<file path="src/rtl/core/kfci_ram.sv">
// Generic single-port-write, single-port-read RAM with registered read data.
`default_nettype none

module kfci_ram #(
    parameter int WIDTH = 8,
    parameter int DEPTH = 8,
    localparam int AW = (DEPTH > 1) ? $clog2(DEPTH) : 1
) (
    input  wire logic             aclk,
    input  wire logic             wr_en,
    input  wire logic [AW-1:0]    wr_addr,
    input  wire logic [WIDTH-1:0] wr_data,
    input  wire logic             rd_en,
    input  wire logic [AW-1:0]    rd_addr,
    output logic      [WIDTH-1:0] rd_data
);

    logic [WIDTH-1:0] mem_reg [DEPTH];
    logic [WIDTH-1:0] rd_data_reg;

    always_ff @(posedge aclk) begin
        if (wr_en) begin
            mem_reg[wr_addr] <= wr_data;
        end
        if (rd_en) begin
            rd_data_reg <= mem_reg[rd_addr];
        end
    end

    assign rd_data = rd_data_reg;

endmodule

`default_nettype wire

</file>
<file path="config.mk">
export PLATFORM = sky130hd
export DESIGN_NAME = kfci_ram
export DESIGN_NICKNAME = d
export VERILOG_FILES = /design/src/rtl/core/kfci_ram.sv
export SDC_FILE = /design/constraint.sdc
export NUM_CORES = 1
export LEC_CHECK = 0
export BUFFER_PORTS_ARGS = -buffer_cell sky130_fd_sc_hd__buf_2
export CORE_UTILIZATION = 45
export CTS_BUF_LIST = sky130_fd_sc_hd__clkbuf_16
export DETAILED_ROUTE_END_ITERATION = 7
export GPL_ROUTABILITY_DRIVEN = 0
export PLACE_DENSITY = 0.66
export SYNTH_ARGS = -nofsm -noshare
export SYNTH_HDL_FRONTEND = slang
export SYNTH_SLANG_ARGS = --single-unit
</file>
<file path="constraint.sdc">
create_clock -name aclk -period 1.9 [get_ports aclk]
set_clock_uncertainty 0.05 [all_clocks]
set_input_delay 0.38 -clock aclk [delete_from_list [all_inputs] [get_ports aclk]]
set_output_delay 0.38 -clock aclk [all_outputs]
set_load 0.05 [all_outputs]
</file>
== Word level (Yosys, flattened, before mapping) ==
Memories as Yosys holds them, arrays and structs flattened. A register that Yosys moved wholly into a read port is not among the register bits.
Index checks and enable logic that the tools add are counted.
Storage, ports and cells
  register bits after elaboration: 0
  memory bits (writable): 64
  bits of input ports: 17
  output and inout bits: 8
  logic and storage cells: 3
  memories: 1
Cells by class
  multiplexer cells: 2
Memory list
  mem_reg: words 8, bits a word 8, rd ports 1, clocked after memory_dff 1, wr ports 1, RTL line 18  | logic [WIDTH-1:0] mem_reg [DEPTH];
Operator list (number)
  1-bit 2-to-1 mux: 2

== Depth between registers and ports, before layout ==
Gate-level depths: netlist (run 1).
  depth in word-level cells: 2
  gate-level depth with buffers: 4
  mapped depth without buffers: 2

== Least setup slack after synthesis (run 1) ==
No wires, ideal clock.
  path kind: input to register
  start: in rd_addr[0]
  end: reg rd_data_reg[1] (netlist: rd_data[1]), read port of mem_reg (data pin)
  library setup time: 0.260 ns
  arrival: 1.403 ns
  data required time: 1.590 ns
  path slack: 0.187 ns
  stages on the path: 4
  path buffers: 2
  path through: buf_6 buf_12 mux4_1 mux2_2
RTL lines
  start, declared: RTL line 14  | input wire logic [AW-1:0] rd_addr,
  end, declared: RTL line 19  | logic [WIDTH-1:0] rd_data_reg;

==> flow_metrics.env, run 1 <==
export IMPL_cts_resized=0
export IMPL_io_pins=25
export IMPL_final_area_mm2=0.00327
export IMPL_fin_crit_sh_pct=77.5
export IMPL_grt_overflow=0
export IMPL_antenna_found_initial=0
export IMPL_crit_path_end_kind="flip-flop"
export IMPL_cts_buffer_depth=2
export IMPL_synth_seq_cells=72
export IMPL_cellPowerDensity_mw_per_mm2=1040
export IMPL_htreeDepth=3
export IMPL_ff2ff_path_depth=2
export IMPL_die_area_mm2=0.00648
export IMPL_holdPathStages=1
export IMPL_hold_path_class="input pin to flip-flop"
export IMPL_cts_root_buf="clkbuf_16"
export IMPL_dpl_hpwl_mm=2.72
export IMPL_ir_drop_v=0.000486
export IMPL_min_to="mem_reg[4][2]"
export IMPL_crit_fanout=16
export IMPL_r2r_end="rd_data[7]"
export IMPL_slew_viol_final=0
export IMPL_wl_mm=4.53
export IMPL_critPathRequiredTime_ps=1920
export IMPL_area_delta_synth_final_pct=17.9
export IMPL_cts_tree="built"
export IMPL_grt_pass1_wl_mm=6.64
export IMPL_reg2reg_from="mem_reg[1][7]"
export IMPL_grt_max_degree=17
export IMPL_power_frac_clock_pct=39.9
export IMPL_syn_area_mm2=0.00277
export IMPL_drc=0
export IMPL_clkTransAtPathRegs_ps=50
export IMPL_ys_seq_area_share_pct=78.0
export IMPL_dpl_worst_slack_ps=106
export IMPL_clock_latency_ps=320
export IMPL_largest_register_ffs=64
export IMPL_rsz0062_at_grt="no"
export IMPL_cts_made_buffers=9
export IMPL_setup_violations=0
export IMPL_grt_pass1_vias=1221
export IMPL_max_freq_ghz=0.679
export IMPL_p_switching_mw=0.661
export IMPL_cap_violations=0
export IMPL_fp_coreArea_mm2=0.00592
export IMPL_finalPower_mw=3.41
export IMPL_crit_type="input pin to flip-flop"
export IMPL_synth_nets=131
export IMPL_clock_sinks=72
export IMPL_finalHoldViolCount=0
export IMPL_internal_power_mw=2.75
export IMPL_syn_avg_cell_area_um2=24.3
export IMPL_core_rowCount=28
export IMPL_slew_headroom_pct=78.1
export IMPL_dr_total_vias=1229
export IMPL_place_area_mm2=0.00302
export IMPL_p_sw_share_pct=19.4
export IMPL_hp_start="wr_data[2]"
export IMPL_power_leakage_nw=1.16
export IMPL_ys_types=13
export IMPL_finalCriticalPeriod_ps=1470
export IMPL_ys_warn_count=0
export IMPL_cp_arrival_ps=1490
export IMPL_firstDrtPassIters=6
export IMPL_cts_setup_buffers=0
export IMPL_status="completed"
export IMPL_crit_path_start_kind="input pin"
export IMPL_initial_utilization_pct=46.8
export IMPL_diodes=0
export IMPL_portBuffers=24
export IMPL_wire_per_inst_um=19.6
export IMPL_tightest_slew_ps=329
export IMPL_hold_buffers=0
export IMPL_final_core_util_pct=55.2
export IMPL_p_seq_share_pct=53.7
export IMPL_grt_use_total_pct=15.9
export IMPL_final_antenna_net_count=0
export IMPL_die_y_um=80.5
export IMPL_drt_iter0_drc=161
export IMPL_chipWidth_um=80.5
export IMPL_layout_setup_ws_ps=427
export IMPL_r2r_slack_ps=430
export IMPL_post_synth_inst_count=114
export IMPL_viasPerCell=5.32
export IMPL_p_comb_share_pct=6.4
export IMPL_drive_gt1_share_pct=33.3
export IMPL_setup_tns_ps=0
export IMPL_finalNetCount=170
[critical path: stages]
cell and delay (ps):
buf_2 100, buf_12 160, mux4_1 560, mux2_2 290
[cell usage in the layout (no fill, tap or decap)]
master	instances
buf_12	1
mux4_1	15
buf_2	24
edfxtp_1	72
mux4_2	1
inv_1	3
nand2_1	2
nor3_1	2
mux2_2	8
nand2b_1	3
clkinv_2	1
clkinv_1	1
buf_4	8
clkbuf_16	9
nor2_1	6
[worst max-delay path by stage]
stage | start | endpoint | depth (start not counted)
3_3_place_gp | rd_addr[0] | rd_data[1] | 4
2_1_floorplan | rd_addr[0] | rd_data[1] | 4
3_5_place_dp | rd_addr[0] | rd_data[3] | 4
5_1_grt | mem_reg[1][7] | rd_data[7] | 2
6_report | rd_addr[0] | rd_data[3] | 4
4_1_cts | mem_reg[1][7] | rd_data[7] | 2
[logic make-up after synthesis]
kind of cell / Yosys count / share of synthesized area (%)
DFF: 72 / 78.0
muxes: 24 / 18.3
and+or+nand+nor: 13 / 2.12
buffers and inverters: 5 / 1.58
[per-stage QoR]
step / instances / hold slack (ps)
2_1_floorplan: 114 / 429
3_3_place_gp: 217 / 584
3_5_place_dp: 217 / 594
4_1_cts: 231 / 261
5_1_grt: 231 / 280
6_report: 231 / 270
[area by class of cell]
cell class | instances | area (um2)
repair buffers | 33 | 200
multi-input cells | 37 | 566
clock inverters | 5 | 20.0
flip-flops and latches | 72 | 2160
fillers | 453 | 2650
clock buffers | 9 | 225
well taps | 75 | 93.8
[synthesized netlist by cell type]
cell type / number / area share [%]
buf_1: 1 / 0.14
buf_12: 1 / 0.72
buf_2: 1 / 0.18
buf_6: 1 / 0.41
clkbuf_1: 1 / 0.14
edfxtp_1: 72 / 78
mux2_2: 8 / 3.3
mux4_1: 15 / 14
mux4_2: 1 / 0.81
nand2_1: 2 / 0.27
nand2b_1: 3 / 0.68
nor2_1: 6 / 0.81
nor3_1: 2 / 0.36
[layer usage]
metal	GRT usage, %	vias to the layer above	wire [um]
met5	0	-	0
met4	8.21	0	102
met3	5.11	9	200
met2	27.2	33	2400
met1	17.7	619	1830
li1	-	568	-
[power groups by stage]
stage | registers (mW) | logic, mW | clock network [mW]
after floorplan | 1.91 | 0.0960 | 0
after global placement | 1.86 | 0.212 | 0
after detailed placement | 1.86 | 0.220 | 0
after CTS | 1.83 | 0.221 | 1.39
after global routing | 1.83 | 0.233 | 1.46
final | 1.83 | 0.218 | 1.36
(Power assumes the default switching activity.)
==> run 2: changes to the inputs <==
clock period = 1.5 ns   (was 1.9 ns; I/O delays follow)
==> run 2 against run 1 <==
Sequential power increased by 27%. Register-to-register slack got worse by 370 ps. Non-clock buffer count increased by 1. Via count decreased by 1.1%. Die area unchanged. Hold slack got worse by 75 ps. Wire length decreased by 3.0%. First-iteration DRC count decreased by 23%. Core utilization about the same. Setup slack got worse by 370 ps. Critical path depth decreased by 2. Critical path type is now flip-flop to flip-flop.
==> flow_metrics.env, run 2 (synthesis results as in run 1) <==
export IMPL_status="completed"
export IMPL_slew_headroom_pct=83.7
export IMPL_cts_root_buf="clkbuf_16"
export IMPL_largest_register_ffs=64
export IMPL_finalHoldViolCount=0
export IMPL_dpl_worst_slack_ps=-233
export IMPL_crit_chain="mux4_1 > mux2_2"
export IMPL_wl_mm=4.39
export IMPL_io_pins=25
export IMPL_tightest_slew_ps=244
export IMPL_antenna_found_initial=0
export IMPL_critPathRequiredTime_ps=1520
export IMPL_crit_path_end_kind="flip-flop"
export IMPL_p_comb_share_pct=6.5
export IMPL_area_delta_synth_final_pct=17.8
export IMPL_cts_tree="built"
export IMPL_initial_utilization_pct=46.8
export IMPL_p_switching_mw=0.896
export IMPL_power_leakage_nw=1.13
export IMPL_clkTransAtPathRegs_ps=50
export IMPL_drive_gt1_share_pct=41.5
export IMPL_setup_violations=0
export IMPL_wire_per_inst_um=18.8
export IMPL_grt_pass1_wl_mm=6.71
export IMPL_cap_violations=0
export IMPL_max_stage_delay_ps=500
export IMPL_drc=0
export IMPL_htreeDepth=3
export IMPL_grt_use_total_pct=15.9
export IMPL_cts_setup_buffers=0
export IMPL_rsz0062_at_grt="no"
export IMPL_final_common_cell="edfxtp_1"
export IMPL_power_frac_clock_pct=40.8
export IMPL_cp_arrival_ps=1470
export IMPL_chipWidth_um=80.5
export IMPL_crit_path_start_kind="flip-flop"
export IMPL_fin_crit_sh_pct=96.3
export IMPL_die_y_um=80.5
export IMPL_internal_power_mw=3.50
export IMPL_grt_pass1_vias=1279
export IMPL_cellPowerDensity_mw_per_mm2=1350
export IMPL_hold_path_class="input pin to flip-flop"
export IMPL_grt_max_degree=17
export IMPL_die_area_mm2=0.00648
export IMPL_p_sw_share_pct=20.4
export IMPL_crit_fanout=1
export IMPL_layout_common_cells="edfxtp_1, buf_2, mux4_2, clkbuf_16"
export IMPL_cts_resized=0
export IMPL_cp_slowest_cell="mux4_1"
export IMPL_firstDrtPassIters=4
export IMPL_clock_latency_ps=320
export IMPL_crit_type="flip-flop to flip-flop"
export IMPL_core_rowCount=28
export IMPL_cts_made_buffers=9
export IMPL_hold_buffers=0
export IMPL_portBuffers=24
export IMPL_diodes=0
export IMPL_ir_drop_v=0.000813
export IMPL_cts_buffer_depth=2
export IMPL_finalPower_mw=4.40
export IMPL_viasPerCell=5.20
export IMPL_slew_viol_final=0
export IMPL_clock_sinks=72
export IMPL_finalNetCount=171
export IMPL_max_freq_ghz=0.692
export IMPL_finalCriticalPeriod_ps=1440
export IMPL_p_seq_share_pct=52.7
export IMPL_grt_overflow=0
export IMPL_dpl_hpwl_mm=2.74
export IMPL_drt_iter0_drc=124
export IMPL_fp_coreArea_mm2=0.00592
export IMPL_final_fill_count=439
export IMPL_holdWs_ps=195
export IMPL_final_antenna_net_count=0
export IMPL_dr_total_vias=1216
export IMPL_layout_setup_ws_ps=55.9
==> run 2: changes by cell type in the layout (fill, tap and decap cells not counted), moves of 2 or more <==
cell      previous run  this run
clkinv_1             1         3
mux4_2               1        11
mux4_1              15         5
clkinv_2             1         3
inv_1                3         1
==> run 2: final timing paths <==
path,end,slack (ps),depth (start not counted),from
worst min-delay path,mem_reg[4][5],200,1,wr_data[5]
worst max-delay path,rd_data[7],60,2,mem_reg[4][7]
worst max register to register,rd_data[7],60,2,mem_reg[4][7]
worst min register to register,rd_data[0],700,2,mem_reg[0][0]
==> run 2: cell type report <==
cell class | instances | area, um2 | area share (%)
repair buffers | 34 | 220 | 6.75
clock buffers | 9 | 225 | 6.90
flip-flops and latches | 72 | 2160 | 66.2
multi-input cells | 37 | 533 | 16.3
clock inverters | 7 | 30.0 | 0.920
well taps | 75 | 93.8 | 2.87
==> run 2: power groups by stage <==
stage / logic [mW] / registers, mW / clock network [mW]
floorplan: 0.131 / 2.42 / 0
global placement: 0.282 / 2.35 / 0
detailed placement: 0.291 / 2.36 / 0
CTS: 0.291 / 2.32 / 1.83
global route: 0.310 / 2.32 / 1.90
finish: 0.288 / 2.32 / 1.79
==> run 2: stage by stage <==
| step | util (%) | area [um2] | setup TNS [ps] | cells |
|---|---|---|---|---|
| floorplan | - | 2750 | -610 | 114 |
| global placement | 50.9 | 3010 | -1520 | 218 |
| detailed placement | 50.9 | 3010 | -1670 | 218 |
| CTS | 55.2 | 3270 | 0 | 234 |
| global route | 55.1 | 3260 | 0 | 234 |
| finish | 55.1 | 3260 | 0 | 234 |
==> run 2: per-layer routing <==
metal	up-vias	GRT usage, %	part of all wire, %
met5	-	0	0
met4	0	9.64	2.4
met3	8	4.77	3.5
met2	23	26.0	53
met1	622	18.3	41
li1	563	-	-
==> run 2: critical path: cells and delay by family, from the launching register on <==
kind,cells,cell delay (ps)
muxes,2,770
DFF,1,370
