[config.mk]
export PLATFORM = sky130hd
export DESIGN_NAME = kfci_lerp_lane
export DESIGN_NICKNAME = d
export VERILOG_FILES = /design/src/rtl/core/kfci_pkg.sv /design/src/rtl/core/kfci_lerp_lane.sv
export SDC_FILE = /design/constraint.sdc
export NUM_CORES = 1
export LEC_CHECK = 0
export BUFFER_PORTS_ARGS = -buffer_cell sky130_fd_sc_hd__buf_2
export CAP_MARGIN = 10
export CORE_AREA = 5 5 224 117
export CTS_BUF_LIST = sky130_fd_sc_hd__clkbuf_4
export CTS_CLUSTER_SIZE = 8
export DETAILED_ROUTE_END_ITERATION = 8
export DIE_AREA = 0 0 229 122
export GPL_TIMING_DRIVEN = 0
export HOLD_SLACK_MARGIN = 0.05
export PLACE_DENSITY = 0.8
export SLEW_MARGIN = 0
export SYNTH_ARGS = -nofsm -noshare
export SYNTH_HDL_FRONTEND = slang
export SYNTH_SLANG_ARGS = --single-unit
[constraint.sdc]
create_clock -name aclk -period 7 [get_ports aclk]
set_clock_uncertainty 0.15 [all_clocks]
set_input_delay 1.4 -clock aclk [delete_from_list [all_inputs] [get_ports aclk]]
set_output_delay 1.4 -clock aclk [all_outputs]
set_load 0.02 [all_outputs]
[src/rtl/core/kfci_pkg.sv]
// Shared constants, codes and types of the keyframe curve interpolator.
`default_nettype none

package kfci_pkg;

    // Key table capacity and the widths that follow from it
    localparam int MAX_KEYS   = 8;
    localparam int IDX_W      = (MAX_KEYS > 1) ? $clog2(MAX_KEYS) : 1;

    // Fixed field widths
    localparam int CNT_W      = 4;
    localparam int TIME_W     = 17;
    localparam int CHAN_W     = 16;
    localparam int NUM_CHAN   = 4;
    localparam int COLOR_W    = NUM_CHAN * CHAN_W;
    localparam int COLOR_ENTRY_W = TIME_W + COLOR_W;
    localparam int SIZE_ENTRY_W  = TIME_W + CHAN_W;

    // Restoring divide: one quotient bit per step
    localparam int Q_STEPS    = CHAN_W;
    localparam int DIV_CNT_W  = $clog2(Q_STEPS);

    // Value of an empty curve
    localparam logic [CHAN_W-1:0] ONE_COLOR = 16'hFFFF;
    localparam logic [CHAN_W-1:0] ONE_SIZE  = 16'h0100;

    // Item opcodes
    localparam logic OP_WRITE = 1'b0;
    localparam logic OP_EVAL  = 1'b1;

    // Curve select for key writes
    localparam logic CURVE_COLOR = 1'b0;
    localparam logic CURVE_SIZE  = 1'b1;

    // Register indexes
    localparam logic REG_COLOR_KEY_COUNT = 1'b0;
    localparam logic REG_SIZE_KEY_COUNT  = 1'b1;

    typedef enum logic [2:0] {
        ST_IDLE,
        ST_SCAN,
        ST_PREP,
        ST_LOAD,
        ST_DIV,
        ST_DONE
    } state_t;

    // Per-cycle commands to the interpolation lanes
    typedef struct packed {
        logic prep;
        logic load;
        logic step;
    } lane_ctl_t;

endpackage

`default_nettype wire

[src/rtl/core/kfci_lerp_lane.sv]
// One interpolation lane: a + trunc((b-a)*dt/den) by multiply and restoring divide.
`default_nettype none

module kfci_lerp_lane (
    input  wire logic                              aclk,
    input  wire kfci_pkg::lane_ctl_t               ctl,
    input  wire logic [kfci_pkg::CHAN_W-1:0]       a,
    input  wire logic [kfci_pkg::CHAN_W-1:0]       b,
    input  wire logic [kfci_pkg::TIME_W-1:0]       dt,
    input  wire logic [kfci_pkg::TIME_W-1:0]       den,
    output logic      [kfci_pkg::CHAN_W-1:0]       result
);

    localparam int PROD_W = kfci_pkg::CHAN_W + kfci_pkg::TIME_W;

    logic [kfci_pkg::CHAN_W-1:0] mag_reg;
    logic                        neg_reg;
    logic [kfci_pkg::TIME_W-1:0] rem_reg;
    logic [kfci_pkg::CHAN_W-1:0] low_reg;

    logic [kfci_pkg::CHAN_W:0]   diff;
    logic [PROD_W-1:0]           prod;
    logic [kfci_pkg::TIME_W:0]   trial;
    logic [kfci_pkg::TIME_W:0]   trial_sub;

    assign diff      = {1'b0, b} - {1'b0, a};
    assign prod      = {{kfci_pkg::TIME_W{1'b0}}, mag_reg}
                     * {{kfci_pkg::CHAN_W{1'b0}}, dt};
    assign trial     = {rem_reg, low_reg[kfci_pkg::CHAN_W-1]};
    assign trial_sub = trial - {1'b0, den};

    always_ff @(posedge aclk) begin
        if (ctl.prep) begin
            neg_reg <= diff[kfci_pkg::CHAN_W];
            mag_reg <= diff[kfci_pkg::CHAN_W] ? kfci_pkg::CHAN_W'(-diff)
                                              : diff[kfci_pkg::CHAN_W-1:0];
        end
        // Quotient fits in CHAN_W bits since dt < den, so the top bits
        // of the product seed the partial remainder directly.
        if (ctl.load) begin
            rem_reg <= prod[PROD_W-1:kfci_pkg::CHAN_W];
            low_reg <= prod[kfci_pkg::CHAN_W-1:0];
        end else if (ctl.step) begin
            if (!trial_sub[kfci_pkg::TIME_W]) begin
                rem_reg <= trial_sub[kfci_pkg::TIME_W-1:0];
                low_reg <= {low_reg[kfci_pkg::CHAN_W-2:0], 1'b1};
            end else begin
                rem_reg <= trial[kfci_pkg::TIME_W-1:0];
                low_reg <= {low_reg[kfci_pkg::CHAN_W-2:0], 1'b0};
            end
        end
    end

    // Truncation toward zero: apply the sign to the magnitude quotient
    assign result = neg_reg ? (a - low_reg) : (a + low_reg);

endmodule

`default_nettype wire

# Yosys cells after proc, flatten, opt, wreduce, memory -nomap -nowiden
# Index checks and enable logic that the tools add are counted.
# totals
reg_bits,50
input_bits,70
word_cells,19
# classes
addsub,5
multipliers,1
mux,8
reduce_logical,1
# ops
cell,n
2-to-1 mux 16 bit,4
2-to-1 mux 17 bit,3
multiplier 16 x 17 -> 33 bit,1
subtractor 18 x 17 -> 18 bit,1
subtractor 16 x 16 -> 17 bit,1
adder 16 bit,1
negator 16 bit,1
subtractor 16 bit,1
nonzero test 2 bit,1
2-to-1 mux 1 bit,1

# Logic depth before layout (Yosys ltp)
# depth
ltp_word,4
mapped_depth,23
depth_no_buf,22

# Worst setup path after synthesis
# No wires, ideal clock.
# synth_timing
path_kind,in2reg
from,in dt[5] in the netlist's numbering
to,"reg rem_reg[16] in the netlist's numbering, data pin"
t_arrival_ns,6.700
required_ns,6.575
setup_slack_ns,-0.125
stages,20
path_buffers,1
path_cell_list,clkbuf_1 -> and2_1 -> fa_1 -> inv_1 -> fa_1 -> fa_1 -> fa_1 -> inv_1 -> fa_1 -> inv_1 -> fa_1 -> inv_1 -> ha_1 -> and4_1 -> a31oi_2 -> o21bai_1 -> a2111o_1 -> a41oi_2 -> xnor2_1 -> a22oi_1
# synth_between
elab_chain_len,2
# synth_lines
item,line_no,rtl
start: declaration,kfci_lerp_lane.sv:9,"input wire logic [kfci_pkg::TIME_W-1:0] dt,"
multiplier 16 x 17 -> 33 bit,kfci_lerp_lane.sv:28,"* {{kfci_pkg::CHAN_W{1'b0}}, dt};"
2-to-1 mux 17 bit,kfci_lerp_lane.sv:40,if (ctl.load) begin
end signal: assignment,kfci_lerp_lane.sv:41,rem_reg <= prod[PROD_W-1:kfci_pkg::CHAN_W];
end signal: assignment,kfci_lerp_lane.sv:45,rem_reg <= trial_sub[kfci_pkg::TIME_W-1:0];
end signal: assignment,kfci_lerp_lane.sv:48,rem_reg <= trial[kfci_pkg::TIME_W-1:0];
end: declaration,kfci_lerp_lane.sv:18,logic [kfci_pkg::TIME_W-1:0] rem_reg;
# No other way between the ends.
# A chain may end at the register's enable or synchronous reset.

# Final worst setup path
# layout_timing
from,in dt[4] in the netlist's numbering
to,"reg rem_reg[16] in the netlist's numbering, data pin"
# The elaborated chain is that of the path after synthesis.

==> flow_metrics.env <==
export IMPL_max_clock_freq_mhz=145
export IMPL_clock_sinks=50
export IMPL_endpoint_kind="flip-flop"
export IMPL_gp_congestion=1.05
export IMPL_reg2reg_from="mag_reg[10]"
export IMPL_fillCellCount=2003
export IMPL_fp_coreArea_sq_mm=0.0244
export IMPL_r2r_end="rem_reg[13]"
export IMPL_tightest_slew_ps=814
export IMPL_vias=12000
export IMPL_post_route_period_util_pct=98.6
export IMPL_path_clk_slew_ps=180
export IMPL_drt_total_wl_um=42200
export IMPL_report_final_slew_viol_count=0
export IMPL_synthFlopType="edfxtp_1"
export IMPL_synth_enable_flop_cells=50
export IMPL_syn_area_sq_mm=0.0140
export IMPL_dieArea_sq_mm=0.0279
export IMPL_insertion_delay_ps=430
export IMPL_endpoint="rem_reg[16]"
export IMPL_grt_max_degree=34
export IMPL_yosysUniqueCellTypes=76
export IMPL_ys_ff_latch=50
export IMPL_area_growth_pct=11.8
export IMPL_path_class="in2reg"
export IMPL_yosysWarnings=0
export IMPL_holdCritStartpoint="rem_reg[4]"
export IMPL_cts_tree="built"
export IMPL_ant_nets=0
export IMPL_first_global_vias=11800
export IMPL_grt_overflow=0
export IMPL_track_usage_pct=30.0
export IMPL_grt_pass1_wl_um=65100
export IMPL_min_period_ps=6900
export IMPL_root_buffer="clkbuf_4"
export IMPL_via_per_inst=5.96
export IMPL_ys_seq_area_share_pct=10.7
export IMPL_startpoint="dt[4]"
export IMPL_hold_class="reg2reg"
export IMPL_antenna_found_initial=1
export IMPL_register_area_sq_mm=0.00150
export IMPL_avgSynthCellArea_sq_um=8.84
export IMPL_finalSetupViolCount=0
export IMPL_cts_buffer_depth=2
export IMPL_synthCells=1581
export IMPL_die_h_um=122
export IMPL_ctsHoldBuffers=0
export IMPL_crit_fanout=7
export IMPL_place_ws_ps=-1150
export IMPL_crit_required_ps=7040
export IMPL_htreeDepth=2
export IMPL_io_pins=86
export IMPL_reg2reg_depth=20
export IMPL_start_kind="primary input"
export IMPL_final_hold_viol_count=0
export IMPL_dr_pass1_iters=6
export IMPL_synth_nets=2017
export IMPL_rrSetupSlack_ps=170
export IMPL_layout_drive_gt1_share_pct=12.4
export IMPL_multiInputGateArea_sq_mm=0.0114
export IMPL_ys_async_sr_fraction_pct=0
export IMPL_status="complete, no violations"
export IMPL_drc=0
export IMPL_start_util_pct=57.4
export IMPL_rows=41
export IMPL_finalNetCount=2128
export IMPL_arrival_ps=6940
export IMPL_drt_wirelength_per_cell_um=20.9
export IMPL_cap_violations=0
export IMPL_dpl_hpwl_um=35700
export IMPL_die_x_um=229
export IMPL_numPortBuffers=84
export IMPL_cts_buffers=5
export IMPL_maxSlewHeadroom_pct=45.2
export IMPL_layout_setup_ws_ps=101
export IMPL_largest_reg_flops=17
export IMPL_whs_ps=535
export IMPL_initialDrtViolationCount=1242
-- worst min path at each step --
stage | cells after the start | to
2_1_floorplan | 2 | low_reg[11]
3_3_place_gp | 2 | rem_reg[6]
3_5_place_dp | 2 | rem_reg[3]
4_1_cts | 2 | rem_reg[3]
5_1_grt | 2 | rem_reg[4]
6_report | 2 | rem_reg[5]
-- final cells by class --
cell class | count | share of cell area [%]
diodes | 2 | 0.0320
plain buffers | 42 | 2.41
clock buffers | 5 | 0.240
clock inverters | 3 | 0.280
inverters | 303 | 7.27
multi-input cells | 1179 | 72.9
flip-flops and latches | 50 | 9.60
well taps | 322 | 2.58
repair buffers | 111 | 4.65
-- layout by cell type (no fill, tap or decap), types with 7 or more instances in the layout --
master | Yosys | final
buf_6 | 1 | 8
fa_1 | 211 | 206
xnor2_1 | 70 | 69
inv_1 | 302 | 293
clkbuf_4 | 0 | 9
or3_1 | 10 | 10
nand3_1 | 18 | 18
buf_2 | 1 | 70
edfxtp_1 | 50 | 50
nor2b_1 | 10 | 10
ha_1 | 155 | 147
clkbuf_2 | 0 | 8
inv_2 | 1 | 10
nor2_1 | 51 | 51
mux2_2 | 10 | 10
xor2_1 | 23 | 22
a21o_1 | 29 | 28
o21bai_1 | 11 | 9
a21oi_1 | 59 | 57
nor3_1 | 20 | 19
buf_4 | 1 | 28
clkbuf_1 | 46 | 20
and2_1 | 128 | 127
mux2i_1 | 23 | 23
a31oi_1 | 11 | 10
o21ai_0 | 39 | 36
clkbuf_16 | 0 | 7
nand2_1 | 191 | 190
o21a_1 | 12 | 12
-- worst max-delay path, stage by stage --
cell and delay (ps):
buf_6 130, clkbuf_16 160, and2_1 150, fa_1 480, inv_1 50, fa_1 440, inv_1 70, ha_1 140
inv_1 50, fa_1 520, inv_2 40, fa_1 540, inv_2 70, fa_1 510, inv_2 50, ha_4 230
a2111oi_4 390, o21ai_4 150, a31oi_4 270, o21bai_4 120, a2111o_1 410, a41oi_2 240, xnor2_2 190, a22oi_1 130
-- Yosys cell counts, types with 3 or more instances --
cell type	count	share of area, %
or3_1	10	0.45
clkbuf_1	46	1.2
a311oi_1	5	0.31
fa_1	211	30
mux2_2	10	0.81
o41ai_1	4	0.25
o21ai_0	39	1.4
xnor2_1	70	4.4
a21oi_1	59	2.1
a211oi_1	7	0.38
nand4_1	6	0.27
inv_1	302	8.1
nand3_1	18	0.64
nor3_1	20	0.72
nand2b_1	3	0.13
ha_1	155	14
xor2_1	23	1.4
edfxtp_1	50	11
nand2_1	191	5.1
o21bai_1	11	0.59
o21a_1	12	0.64
and3_1	3	0.13
o211ai_1	5	0.27
a21o_1	29	1.6
a31oi_1	11	0.49
a31o_2	3	0.19
and2_1	128	5.7
a221oi_1	3	0.19
nor2_1	51	1.4
mux2i_1	23	1.6
o31a_1	6	0.38
nor2b_1	10	0.45
a2111oi_0	3	0.19
-- metrics by stage --
| step | instances | util [%] | area (sq um) | setup TNS [ps] |
|---|---|---|---|---|
| after CTS | 2004 | 63.1 | 15400 | 0 |
| after global placement | 1987 | 61.0 | 14900 | -14950 |
| after detailed placement | 1987 | 61.0 | 14900 | -17070 |
| final | 2017 | 64.2 | 15600 | 0 |
| after floorplan | 1581 | - | 14000 | 0 |
| after global routing | 2016 | 64.2 | 15600 | -6.13 |
-- layer usage --
layer / up-vias / wire (um) / track usage, %
met5: - / 126 / 3.30
met2: 707 / 16400 / 40.6
li1: 5305 / - / -
met1: 5937 / 18600 / 44.1
met3: 64 / 6550 / 14.8
met4: 4 / 561 / 3.60
-- repair_timing --
item | 4_1_cts | 5_1_grt
resized for setup | 71 | 64
pin swaps | 18 | 39
endpoints found under the setup margin | 20 | 13
setup buffers | 14 | 13
-- kinds of logic (layout without fill, tap and decap cells) --
group / Yosys count / in the layout / synth area share, %
AOI/OAI and AO/OA: 231 / 231 / 11.4
xor gates and xnor gates: 93 / 93 / 5.83
adders and majority gates: 366 / 366 / 44.1
buffers and inverters: 352 / 464 / 9.54
DFF: 50 / 50 / 10.7
muxes: 33 / 33 / 2.45
other: 0 / 2 / 0
and+or+nand+nor: 456 / 456 / 16.0
Power is not shown: default switching activity piles up to over one toggle a cycle in this logic, so the estimate is an artifact.
